===== config.mk =====
export PLATFORM = sky130hd
export DESIGN_NAME = linear_interp_upsampler_core
export DESIGN_NICKNAME = d
export VERILOG_FILES = /design/src/rtl/core/lius_pkg.sv /design/src/rtl/core/lius_seq.sv /design/src/rtl/core/lius_div.sv /design/src/rtl/core/lius_dp.sv /design/src/rtl/core/linear_interp_upsampler_core.sv
export SDC_FILE = /design/constraint.sdc
export NUM_CORES = 1
export LEC_CHECK = 0
export BUFFER_PORTS_ARGS = -buffer_cell sky130_fd_sc_hd__buf_2
export CAP_MARGIN = 20
export CORE_AREA = 2 2 133 148
export CTS_BUF_LIST = sky130_fd_sc_hd__clkbuf_8
export CTS_CLUSTER_SIZE = 20
export DETAILED_ROUTE_END_ITERATION = 12
export DIE_AREA = 0 0 135 150
export PLACE_DENSITY = 0.69
export SYNTH_ARGS = -nofsm -noshare
export SYNTH_HDL_FRONTEND = slang
export SYNTH_SLANG_ARGS = --single-unit
export TNS_END_PERCENT = 50

===== constraint.sdc =====
create_clock -name clk -period 6.7 [get_ports clk]
set_input_delay 1.34 -clock clk [delete_from_list [all_inputs] [get_ports clk]]
set_output_delay 1.34 -clock clk [all_outputs]
set_load 0.02 [all_outputs]

===== src/rtl/core/lius_pkg.sv =====
package lius_pkg;

  localparam int SAMPLE_BITS = 16;
  localparam int MAX_FACTOR  = 64;
  localparam int FACTOR_BITS = 7;
  localparam int DIFF_BITS   = SAMPLE_BITS + 1;
  localparam int DCNT_BITS   = $clog2(SAMPLE_BITS + 1);
  localparam int IDX_BITS    = $clog2(MAX_FACTOR);
  localparam logic [FACTOR_BITS-1:0] FACTOR_RESET = FACTOR_BITS'(4);

  // Sequencer steps.
  localparam int STEP_BITS = 2;
  localparam logic [STEP_BITS-1:0] STEP_WAIT = 2'd0;
  localparam logic [STEP_BITS-1:0] STEP_DIV  = 2'd1;
  localparam logic [STEP_BITS-1:0] STEP_FIX  = 2'd2;
  localparam logic [STEP_BITS-1:0] STEP_EMIT = 2'd3;

  // Jump conditions: jump to the target when true, otherwise hold the step.
  localparam logic [1:0] COND_ALWAYS = 2'd0;
  localparam logic [1:0] COND_PAIR   = 2'd1;
  localparam logic [1:0] COND_DIVEND = 2'd2;
  localparam logic [1:0] COND_LAST   = 2'd3;

  typedef struct packed {
    logic                 in_ready;
    logic                 div_en;
    logic                 fix_en;
    logic                 emit_en;
    logic [1:0]           cond;
    logic [STEP_BITS-1:0] target;
  } ctrl_word_t;

  typedef struct packed {
    logic pair_accept;
    logic div_done;
    logic emit_last;
    logic have_prev;
  } dp_status_t;

  function automatic ctrl_word_t microcode(input logic [STEP_BITS-1:0] step);
    ctrl_word_t w;
    w = '0;
    case (step)
      STEP_WAIT: begin
        w.in_ready = 1'b1;
        w.cond     = COND_PAIR;
        w.target   = STEP_DIV;
      end
      STEP_DIV: begin
        w.div_en = 1'b1;
        w.cond   = COND_DIVEND;
        w.target = STEP_FIX;
      end
      STEP_FIX: begin
        w.fix_en = 1'b1;
        w.cond   = COND_ALWAYS;
        w.target = STEP_EMIT;
      end
      STEP_EMIT: begin
        w.emit_en = 1'b1;
        w.cond    = COND_LAST;
        w.target  = STEP_WAIT;
      end
      default: begin
        w.cond   = COND_ALWAYS;
        w.target = STEP_WAIT;
      end
    endcase
    return w;
  endfunction

endpackage


===== src/rtl/core/lius_seq.sv =====
module lius_seq (
  input  logic                clk,
  input  logic                rst_n,
  input  lius_pkg::dp_status_t status,
  output lius_pkg::ctrl_word_t ctrl
);

  logic [lius_pkg::STEP_BITS-1:0] step_r;
  logic [lius_pkg::STEP_BITS-1:0] step_nxt;
  logic                           cond_true;

  assign ctrl = lius_pkg::microcode(step_r);

  always_comb begin
    case (ctrl.cond)
      lius_pkg::COND_ALWAYS: cond_true = 1'b1;
      lius_pkg::COND_PAIR:   cond_true = status.pair_accept;
      lius_pkg::COND_DIVEND: cond_true = status.div_done;
      lius_pkg::COND_LAST:   cond_true = status.emit_last;
      default:               cond_true = 1'b1;
    endcase
    step_nxt = cond_true ? ctrl.target : step_r;
  end

  always_ff @(posedge clk) begin
    if (!rst_n) begin
      step_r <= lius_pkg::STEP_WAIT;
    end else begin
      step_r <= step_nxt;
    end
  end

endmodule


===== src/rtl/core/lius_div.sv =====
module lius_div (
  input  logic                                clk,
  input  logic                                rst_n,
  input  logic                                start,
  input  logic                                step_en,
  input  logic [lius_pkg::SAMPLE_BITS-1:0]    dividend,
  input  logic [lius_pkg::FACTOR_BITS-1:0]    divisor,
  output logic [lius_pkg::SAMPLE_BITS-1:0]    quotient,
  output logic [lius_pkg::FACTOR_BITS-1:0]    remainder,
  output logic                                done
);

  logic [lius_pkg::SAMPLE_BITS-1:0] quo_r, quo_nxt;
  logic [lius_pkg::FACTOR_BITS-1:0] rem_r, rem_nxt;
  logic [lius_pkg::DCNT_BITS-1:0]   cnt_r, cnt_nxt;
  logic [lius_pkg::FACTOR_BITS:0]   trial;
  logic                             fits;

  assign quotient  = quo_r;
  assign remainder = rem_r;
  assign done      = (cnt_r == '0);

  always_comb begin
    trial   = {rem_r, quo_r[lius_pkg::SAMPLE_BITS-1]};
    fits    = (trial >= {1'b0, divisor});
    quo_nxt = quo_r;
    rem_nxt = rem_r;
    cnt_nxt = cnt_r;
    if (start) begin
      quo_nxt = dividend;
      rem_nxt = '0;
      cnt_nxt = lius_pkg::DCNT_BITS'(lius_pkg::SAMPLE_BITS);
    end else if (step_en && !done) begin
      quo_nxt = {quo_r[lius_pkg::SAMPLE_BITS-2:0], fits};
      rem_nxt = fits ? lius_pkg::FACTOR_BITS'(trial - {1'b0, divisor})
                     : lius_pkg::FACTOR_BITS'(trial);
      cnt_nxt = cnt_r - 1'b1;
    end
  end

  always_ff @(posedge clk) begin
    if (!rst_n) begin
      cnt_r <= '0;
    end else begin
      cnt_r <= cnt_nxt;
    end
  end

  always_ff @(posedge clk) begin
    quo_r <= quo_nxt;
    rem_r <= rem_nxt;
  end

endmodule


===== src/rtl/core/lius_dp.sv =====
module lius_dp (
  input  logic                                   clk,
  input  logic                                   rst_n,
  input  lius_pkg::ctrl_word_t                   ctrl,
  input  logic [lius_pkg::FACTOR_BITS-1:0]       factor,
  input  logic                                   in_tvalid,
  input  logic signed [lius_pkg::SAMPLE_BITS-1:0] in_sample,
  input  logic                                   in_row_start,
  output logic                                   out_tvalid,
  input  logic                                   out_tready,
  output logic signed [lius_pkg::SAMPLE_BITS-1:0] out_value,
  output logic                                   out_last,
  output lius_pkg::dp_status_t                   status
);

  localparam int SB = lius_pkg::SAMPLE_BITS;
  localparam int DB = lius_pkg::DIFF_BITS;
  localparam int FB = lius_pkg::FACTOR_BITS;
  localparam int IB = lius_pkg::IDX_BITS;

  logic signed [SB-1:0] prev_r, a_r;
  logic                 have_prev_r;
  logic                 neg_r;
  logic signed [DB-1:0] diff;
  logic [SB-1:0]        diff_mag;
  logic                 accept, pair;
  logic [SB-1:0]        uq;
  logic [FB-1:0]        urem;
  logic                 div_done;
  logic signed [DB-1:0] dq_r, acc_q_r;
  logic [FB-1:0]        dr_r, acc_r_r;
  logic [IB-1:0]        idx_r;
  logic                 emit, is_last;
  logic [FB:0]          r_sum;
  logic                 carry;
  logic                 out_valid_r;
  logic signed [SB-1:0] out_value_r;
  logic                 out_last_r;

  assign accept   = ctrl.in_ready && in_tvalid;
  assign pair     = accept && !in_row_start && have_prev_r;
  assign diff     = DB'(in_sample) - DB'(prev_r);
  assign diff_mag = diff[DB-1] ? SB'(-diff) : SB'(diff);

  lius_div u_div (
    .clk       (clk),
    .rst_n     (rst_n),
    .start     (pair),
    .step_en   (ctrl.div_en),
    .dividend  (diff_mag),
    .divisor   (factor),
    .quotient  (uq),
    .remainder (urem),
    .done      (div_done)
  );

  assign emit    = ctrl.emit_en && (!out_valid_r || out_tready);
  assign is_last = ({1'b0, idx_r} == (factor - 1'b1));
  assign r_sum   = {1'b0, acc_r_r} + {1'b0, dr_r};
  assign carry   = (r_sum >= {1'b0, factor});

  assign status.pair_accept = pair;
  assign status.div_done    = div_done;
  assign status.emit_last   = emit && is_last;
  assign status.have_prev   = have_prev_r;

  assign out_tvalid = out_valid_r;
  assign out_value  = out_value_r;
  assign out_last   = out_last_r;

  always_ff @(posedge clk) begin
    if (!rst_n) begin
      have_prev_r <= 1'b0;
      prev_r      <= '0;
      out_valid_r <= 1'b0;
    end else begin
      if (accept) begin
        have_prev_r <= 1'b1;
        prev_r      <= in_sample;
      end
      if (emit) begin
        out_valid_r <= 1'b1;
      end else if (out_tready) begin
        out_valid_r <= 1'b0;
      end
    end
  end

  always_ff @(posedge clk) begin
    if (pair) begin
      a_r   <= prev_r;
      neg_r <= diff[DB-1];
    end
    if (ctrl.fix_en) begin
      if (!neg_r) begin
        dq_r <= DB'(uq);
        dr_r <= urem;
      end else if (urem == '0) begin
        dq_r <= -DB'(uq);
        dr_r <= '0;
      end else begin
        dq_r <= -(DB'(uq) + DB'(1));
        dr_r <= factor - urem;
      end
      acc_q_r <= '0;
      acc_r_r <= '0;
      idx_r   <= '0;
    end else if (emit) begin
      out_value_r <= a_r + acc_q_r[SB-1:0];
      out_last_r  <= is_last;
      acc_q_r     <= acc_q_r + dq_r + DB'(carry);
      acc_r_r     <= carry ? FB'(r_sum - {1'b0, factor}) : FB'(r_sum);
      idx_r       <= idx_r + 1'b1;
    end
  end

endmodule


===== src/rtl/core/linear_interp_upsampler_core.sv =====
// Linear interpolation upsampler.
// Input samples arrive on in_tdata (sample) with in_tuser (row_start) and
// are accepted when in_tvalid and in_tready are both high. The first sample
// of a row is only stored. Every later sample b, with the previous sample a,
// produces F results a + floor((b - a) * n / F), n = 0 .. F-1, on out_tdata,
// with out_tlast set on the final result of the run.
// The factor F is written through cfg_we/cfg_wdata; the user must write it
// only while the block is idle, which the block itself does not enforce.
// Zero acts as one and values above 64 act as 64. A row-start transaction
// leaves the block waiting for the next input. A pair is accepted, then the
// difference is divided by F in a bit-serial divider (16 shift steps, then
// the divider is seen done), the sign is corrected, and the results go one
// per cycle into the output register while the receiver does not stall.
// When the receiver stalls, the output register holds its result and the
// sequencer waits; the next input is accepted while the last result of a run
// still waits in the output register.
// Reset sets the factor to 4, clears the stored sample and opens no row.
module linear_interp_upsampler_core (
  input  logic                               clk,
  input  logic                               rst_n,
  input  logic                               in_tvalid,
  output logic                               in_tready,
  input  logic [lius_pkg::SAMPLE_BITS-1:0]   in_tdata,  // [15:0] sample
  input  logic                               in_tuser,  // [0] row_start
  output logic                               out_tvalid,
  input  logic                               out_tready,
  output logic [lius_pkg::SAMPLE_BITS-1:0]   out_tdata, // [15:0] value
  output logic                               out_tlast,
  input  logic                               cfg_we,
  input  logic [lius_pkg::FACTOR_BITS-1:0]   cfg_wdata
);

  logic [lius_pkg::FACTOR_BITS-1:0] factor_r;
  logic [lius_pkg::FACTOR_BITS-1:0] factor_eff;
  lius_pkg::ctrl_word_t             ctrl;
  lius_pkg::dp_status_t             status;
  logic signed [lius_pkg::SAMPLE_BITS-1:0] out_value;

  always_ff @(posedge clk) begin
    if (!rst_n) begin
      factor_r <= lius_pkg::FACTOR_RESET;
    end else if (cfg_we) begin
      factor_r <= cfg_wdata;
    end
  end

  always_comb begin
    if (factor_r == '0) begin
      factor_eff = lius_pkg::FACTOR_BITS'(1);
    end else if (factor_r > lius_pkg::FACTOR_BITS'(lius_pkg::MAX_FACTOR)) begin
      factor_eff = lius_pkg::FACTOR_BITS'(lius_pkg::MAX_FACTOR);
    end else begin
      factor_eff = factor_r;
    end
  end

  lius_seq u_seq (
    .clk    (clk),
    .rst_n  (rst_n),
    .status (status),
    .ctrl   (ctrl)
  );

  lius_dp u_dp (
    .clk          (clk),
    .rst_n        (rst_n),
    .ctrl         (ctrl),
    .factor       (factor_eff),
    .in_tvalid    (in_tvalid),
    .in_sample    (in_tdata),
    .in_row_start (in_tuser),
    .out_tvalid   (out_tvalid),
    .out_tready   (out_tready),
    .out_value    (out_value),
    .out_last     (out_tlast),
    .status       (status)
  );

  assign in_tready = ctrl.in_ready;
  assign out_tdata = out_value;

`ifndef NO_ASSERTIONS
  // A pair transaction starts a run, so no input is taken on the next cycle.
  a_pair_blocks_input: assert property (@(posedge clk) disable iff (!rst_n)
    (in_tvalid && in_tready && !in_tuser && status.have_prev) |=> !in_tready)
    else $error("input accepted right after a pair transaction");

  // While a run is unfinished the input side stays closed.
  a_run_blocks_input: assert property (@(posedge clk) disable iff (!rst_n)
    (out_tvalid && !out_tlast) |-> !in_tready)
    else $error("input ready while a run is still in progress");

  // The run ends only through a marked result.
  a_run_end_marked: assert property (@(posedge clk) disable iff (!rst_n)
    ($past(ctrl.emit_en) && in_tready) |-> (out_tvalid && out_tlast))
    else $error("sequencer state inconsistent at end of run");
`endif

endmodule


### Word level (Yosys, flattened, before mapping)

Cells that the tools add are included.
Widths: inputs -> output; s select.

* logic and storage cells: 86
* bits in registers: 143

* equal/unequal tests: 7
* $add $sub $neg: 15
* muxes and demuxes: 21
* bitwise logic cells: 2
* reduce and logical (&&, ||, !) cells: 19
* $lt $le $gt $ge: 3

Operator list (count)
* $mux 16: 4
* $mux 7: 6
* $sub 7x7->7: 3
* $add 16x1->17 const B: 1
* $add 17x1->17: 1
* $add 17x17->17: 1
* $mux 17: 1
* $neg 16->17: 1
* $neg 17->17: 1
* $sub 16x16->17: 1
* $add 16x16->16: 1
* $ge 8x7->1: 2
* $neg 16->16: 1
* $pmux 4 s4: 1
* $logic_not 7->1: 2
* $mux 5: 2
* $add 7x7->8: 1
* $eq 2x2->1 const B: 4
* $eq 6x7->1: 1
* $gt 7x7->1 const B: 1
* $sub 7x1->7 const B: 1
* $add 6x1->6 const B: 1
* $logic_and 1x1->1: 6
* $mux 1: 6
* 11 further kinds: 17

### Logic depth before layout (Yosys ltp)

* depth after elaboration: 7
* gate-level depth with buffers: 25

### By module

From an unflattened synthesis, not the netlist that was laid out.

* cell total of the unflattened synthesis: 1019
* area, all modules: 9537.9 um2

Modules (own cells, without submodules)
* lius_dp: times used 1, cells an instance 812, area an instance 7415.9 um2
* lius_div: times used 1, cells an instance 155, area an instance 1599.0 um2
* linear_interp_upsampler_core: times used 1, cells an instance 31, area an instance 320.3 um2
* lius_seq: times used 1, cells an instance 21, area an instance 202.7 um2

### Least setup slack after synthesis

OpenSTA, ideal clock, no wires.

* kind: register to register
* from: register factor_r[2] (netlist bit)
* to: register u_dp.acc_q_r[15]
* period minus slack after synthesis: 5396 ps
* stages on the path, launching flop included: 26
* slack: 1304 ps
* buffers on the path: 1
* arrival time: 5325 ps
* path through: dfxtp_1 -> or2_1 -> nor4_1 -> o21ai_0 -> inv_1 -> ha_1 -> inv_1 -> fa_1 -> a21o_1 -> a21o_1 -> a21o_1 -> a21oi_1 -> o21ai_1 -> a221oi_1 -> buf_2 -> inv_1 -> fa_1 -> a211oi_1 -> nor2_1 -> a41oi_1 -> a211oi_1 -> or2_2 -> a211oi_1 -> xor2_1 -> or3_1 -> a21oi_1

* word-level cells in the longest chain between the ends: 5

RTL lines
* from (decl): line linear_interp_upsampler_core.sv:33 `logic [lius_pkg::FACTOR_BITS-1:0] factor_r;`
* from (signal assigned): line linear_interp_upsampler_core.sv:41 `factor_r <= lius_pkg::FACTOR_RESET;`
* from (signal assigned): line linear_interp_upsampler_core.sv:43 `factor_r <= cfg_wdata;`
* $gt 7x7->1: line linear_interp_upsampler_core.sv:50 `end else if (factor_r > lius_pkg::FACTOR_BITS'(lius_pkg::MAX_FACTOR)) begin`
* $mux 7: line linear_interp_upsampler_core.sv:50
* $mux 7 (*): line linear_interp_upsampler_core.sv:48 `if (factor_r == '0) begin`
* $ge 8x7->1 (*): line lius_dp.sv:60 `assign carry = (r_sum >= {1'b0, factor});`
* $add 17x1->17 (*): line lius_dp.sv:111 `acc_q_r <= acc_q_r + dq_r + DB'(carry);`
* to (signal assigned): line lius_dp.sv:111
* to (decl): line lius_dp.sv:30 `logic signed [DB-1:0] dq_r, acc_q_r;`

Every way passes the cells marked *; elsewhere a longest branch is shown, timed or not.
A chain may end at the register's enable or synchronous reset.

### Worst setup path in the final report

Ends and elaborated chain as after synthesis.

==> impl_metrics.toml <==
[grt]
grt_pass1_wl_um = 30200
grt_pass1_vias = 6537
grt_start_max_net_pins = 56
grtUsageTotal_pct = 18.5
grt_overflow = 0
antenna_found_initial = 0

[worst_setup_path]
startpoint_type = "flop"
critPathMaxFanout = 7
crit_family = "compound AO/OA/AOI/OAI gates"
crit_chain = "or2_1 > nor4_1 > o21ai_0 > inv_1 > ha_1 > inv_1 > fa_1 > a21o_1 > a21o_1 > a21o_1 > a21oi_1 > o21ai_1 > a221oi_1 > inv_1 > fa_1 > a211oi_1 > nor2_1 > a41oi_1 > a211oi_1 > or2_2 > a211oi_1 > xor2_1 > or3_1 > a21oi_1"
crit_required_ns = 7.08
worst-path-buf-inv = 3
crit_arrival_ns = 6.01
end_kind = "flop"
cpPeakStageDelay_ns = 0.42
critical_path_class = "flop to flop"
cp_slowest_cell = "fa_1"

[timing]
period_share_pct = 84.0
fin_worst_skew_ns = 0.0209
hold_viol = 0
fin_hold_ws_ns = 0.462
slew_viol_final = 0
clock.fmax_mhz = 178
relSlewSlack_pct = 39.3
post-route-min-period_ns = 5.63
tightest_slew_ns = 0.909
fin_ws_ns = 1.07
fin_setup_tns_ns = 0
setup_viol = 0
rsz0062_at_grt = "no"

[min_path]
hold_path.class = "flop to flop"

[clock_tree]
cts_setup_buffers = 0
cts_tree = "yes"
cts_buffer_depth = 2
clkSinkCount = 141
ctsHoldBuffers = 0
clk_pin_slew_ns = 0.08
insertion_delay_ns = 0.45
htree_levels = 4
cts-buffers-inserted = 17
cts_resized = 0
root_buffer = "clkbuf_8"

[placement]
dp.cells = 1255
io_buffers = 47
gp_congestion = 0.829
dp_slack_ns = 1.07
hpwl_um = 13300

[route]
first_iter_violations = 335
wl_per_cell_um = 13.6
vias_per_cell = 5.26
final_antenna_net_count = 0
route.vias.total = 6775
finalWirelength_um = 17500
drc = 0
first_pass_iters = 4

[floorplan]
fp.coreArea_mm2 = 0.0188
die-area_mm2 = 0.0203
rows = 53
die_h_um = 150
die_w_um = 135
ioPinCount = 48
initial_utilization_pct = 48.7

[final_layout]
final_cells = 1287
drive_gt1_share_pct = 11.0
area_growth_pct = 10.0
final_common_cell = "nand2_1"
nNetsFinal = 1147
diodes = 0
mostFrequentLayoutCells = "123 x nand2_1, 83 x ha_1, 73 x edfxtp_1"

[synth]
avgSynthCellArea_um2 = 9.30
yosysWarnings = 0
synth_edf_count = 73
netlist_area_mm2 = 0.00917
syn_nets = 1106
syn_inst = 986
synth-seq-area-share_pct = 38.8
yosys_register_bits = 141
synthArstFlopShare_pct = 0
synth_cell_types = 75
synth-main-ff-cell = "edfxtp_1"

[flow_run]
drv_cap = 0

[power]
p_per_area_mw_per_mm2 = 389
power.leakage_nw = 4.10
peakVddDrop_uv = 219

[outcome]
status = "completed"
[layout make-up]
class,instances,area [µm²]
Fill cell,1739,8750
Multi-Input combinational cell,750,5260
Sequential cell,141,3550
Tap cell,247,309
Timing Repair Buffer,54,288
Inverter,63,236
Clock buffer,17,234
Clock inverter,15,208
[through the flow]
step                power, W  utilization (%)  area (µm²)
floorplan            0.00282                -        9170
global placement     0.00313             51.2        9640
detailed placement   0.00318             51.2        9640
CTS                  0.00395             53.5       10100
global route         0.00428             53.5       10100
finish               0.00393             53.5       10100
[worst paths after layout]
kind | slack, ns | endpoint | cells after the start | start
min | 0.46 | u_dp.acc_r_r[0]$_SDFFE_PP0P_ | 2 | u_dp.acc_r_r[0]$_SDFFE_PP0P_
max reg2reg | 1.07 | u_dp.acc_q_r[15]$_SDFFE_PP0P_ | 24 | factor_r[2]$_SDFFE_PN1P_
min reg2reg | 0.46 | u_dp.acc_r_r[0]$_SDFFE_PP0P_ | 2 | u_dp.acc_r_r[0]$_SDFFE_PP0P_
max | 1.07 | u_dp.acc_q_r[15]$_SDFFE_PP0P_ | 24 | factor_r[2]$_SDFFE_PN1P_
[power by group]
part | total [W] | leakage, nW | switching [W] | internal (W)
logic | 0.00190 | 2.66 | 0.00104 | 0.000856
registers | 0.00126 | 1.22 | 0.000142 | 0.00112
clock network | 0.000763 | 0.223 | 0.000352 | 0.000412
total | 0.00393 | 4.10 | 0.00154 | 0.00239
[cell families after synthesis]
group / after synthesis / share of synthesized area [%]
mux: 19 / 2.10
fa+ha+maj: 91 / 13.0
buf+inv: 95 / 3.92
compound gates: 247 / 17.7
xor+xnor: 98 / 9.45
flops: 141 / 38.8
simple gates: 295 / 15.1
[synth_stat cells, types with 3 or more instances]
cell      instances  area [µm²]
xnor2_1          64         561
nor4_1            4        25.0
dfxtp_1          68        1360
nor2b_1          15        93.8
o22ai_1           4        25.0
o21bai_1          6        45.0
or4_1             4        30.0
or3_1             6        37.5
a21o_1           24         180
nand4_1           5        31.3
nand2_1         123         462
o21ai_1          20         100
o21ai_0          34         170
nand3b_1          6        45.0
clkbuf_1         29         109
ha_1             84        1050
xor2_1           33         289
fa_1              7         140
a21boi_0         18         135
nor2_1           60         225
nand2b_1         10        62.6
a31oi_1           3        18.8
a211oi_1         16         120
a21oi_1          71         355
inv_2             3        11.3
o31ai_1           6        45.0
inv_1            59         221
and2_1            6        37.5
nand3_1          21         105
edfxtp_1         73        2190
nor3_1           19        95.1
or2_2             6        37.5
o21a_1            8        60.1
mux2i_1          17         170
[flip-flops by register name, summed over array words and instances (netlist names), 7 cells and up]
register and count:
u_dp.a_r 16, u_dp.acc_q_r 16, u_dp.dq_r 16, u_dp.out_value 16, u_dp.prev_r 16, u_dp.u_div.quotient 16
factor_r 7, u_dp.acc_r_r 7, u_dp.dr_r 7, u_dp.u_div.remainder 7
[worst register-to-register path: stages, from the launching register on]
cell,delay (ns)
dfxtp_1,0.37
or2_1,0.25
nor4_1,0.16
o21ai_0,0.21
inv_1,0.16
ha_1,0.16
inv_1,0.06
fa_1,0.40
a21o_1,0.17
a21o_1,0.20
a21o_1,0.18
a21oi_1,0.19
o21ai_1,0.09
a221oi_1,0.38
inv_1,0.10
fa_1,0.42
a211oi_1,0.25
nor2_1,0.12
a41oi_1,0.36
a211oi_1,0.16
or2_2,0.35
a211oi_1,0.25
xor2_1,0.10
or3_1,0.32
a21oi_1,0.14
[routing by layer]
metal / vias to the layer above / part of all wire (%) / global-route usage (%)
met5: - / 0 / 0
met3: 16 / 4.1 / 3.32
met2: 101 / 45 / 29.6
met1: 3054 / 50 / 25.4
li1: 3604 / - / -
met4: 0 / 1.2 / 5.89
No activity file was read; power rests on OpenSTA's default activity.
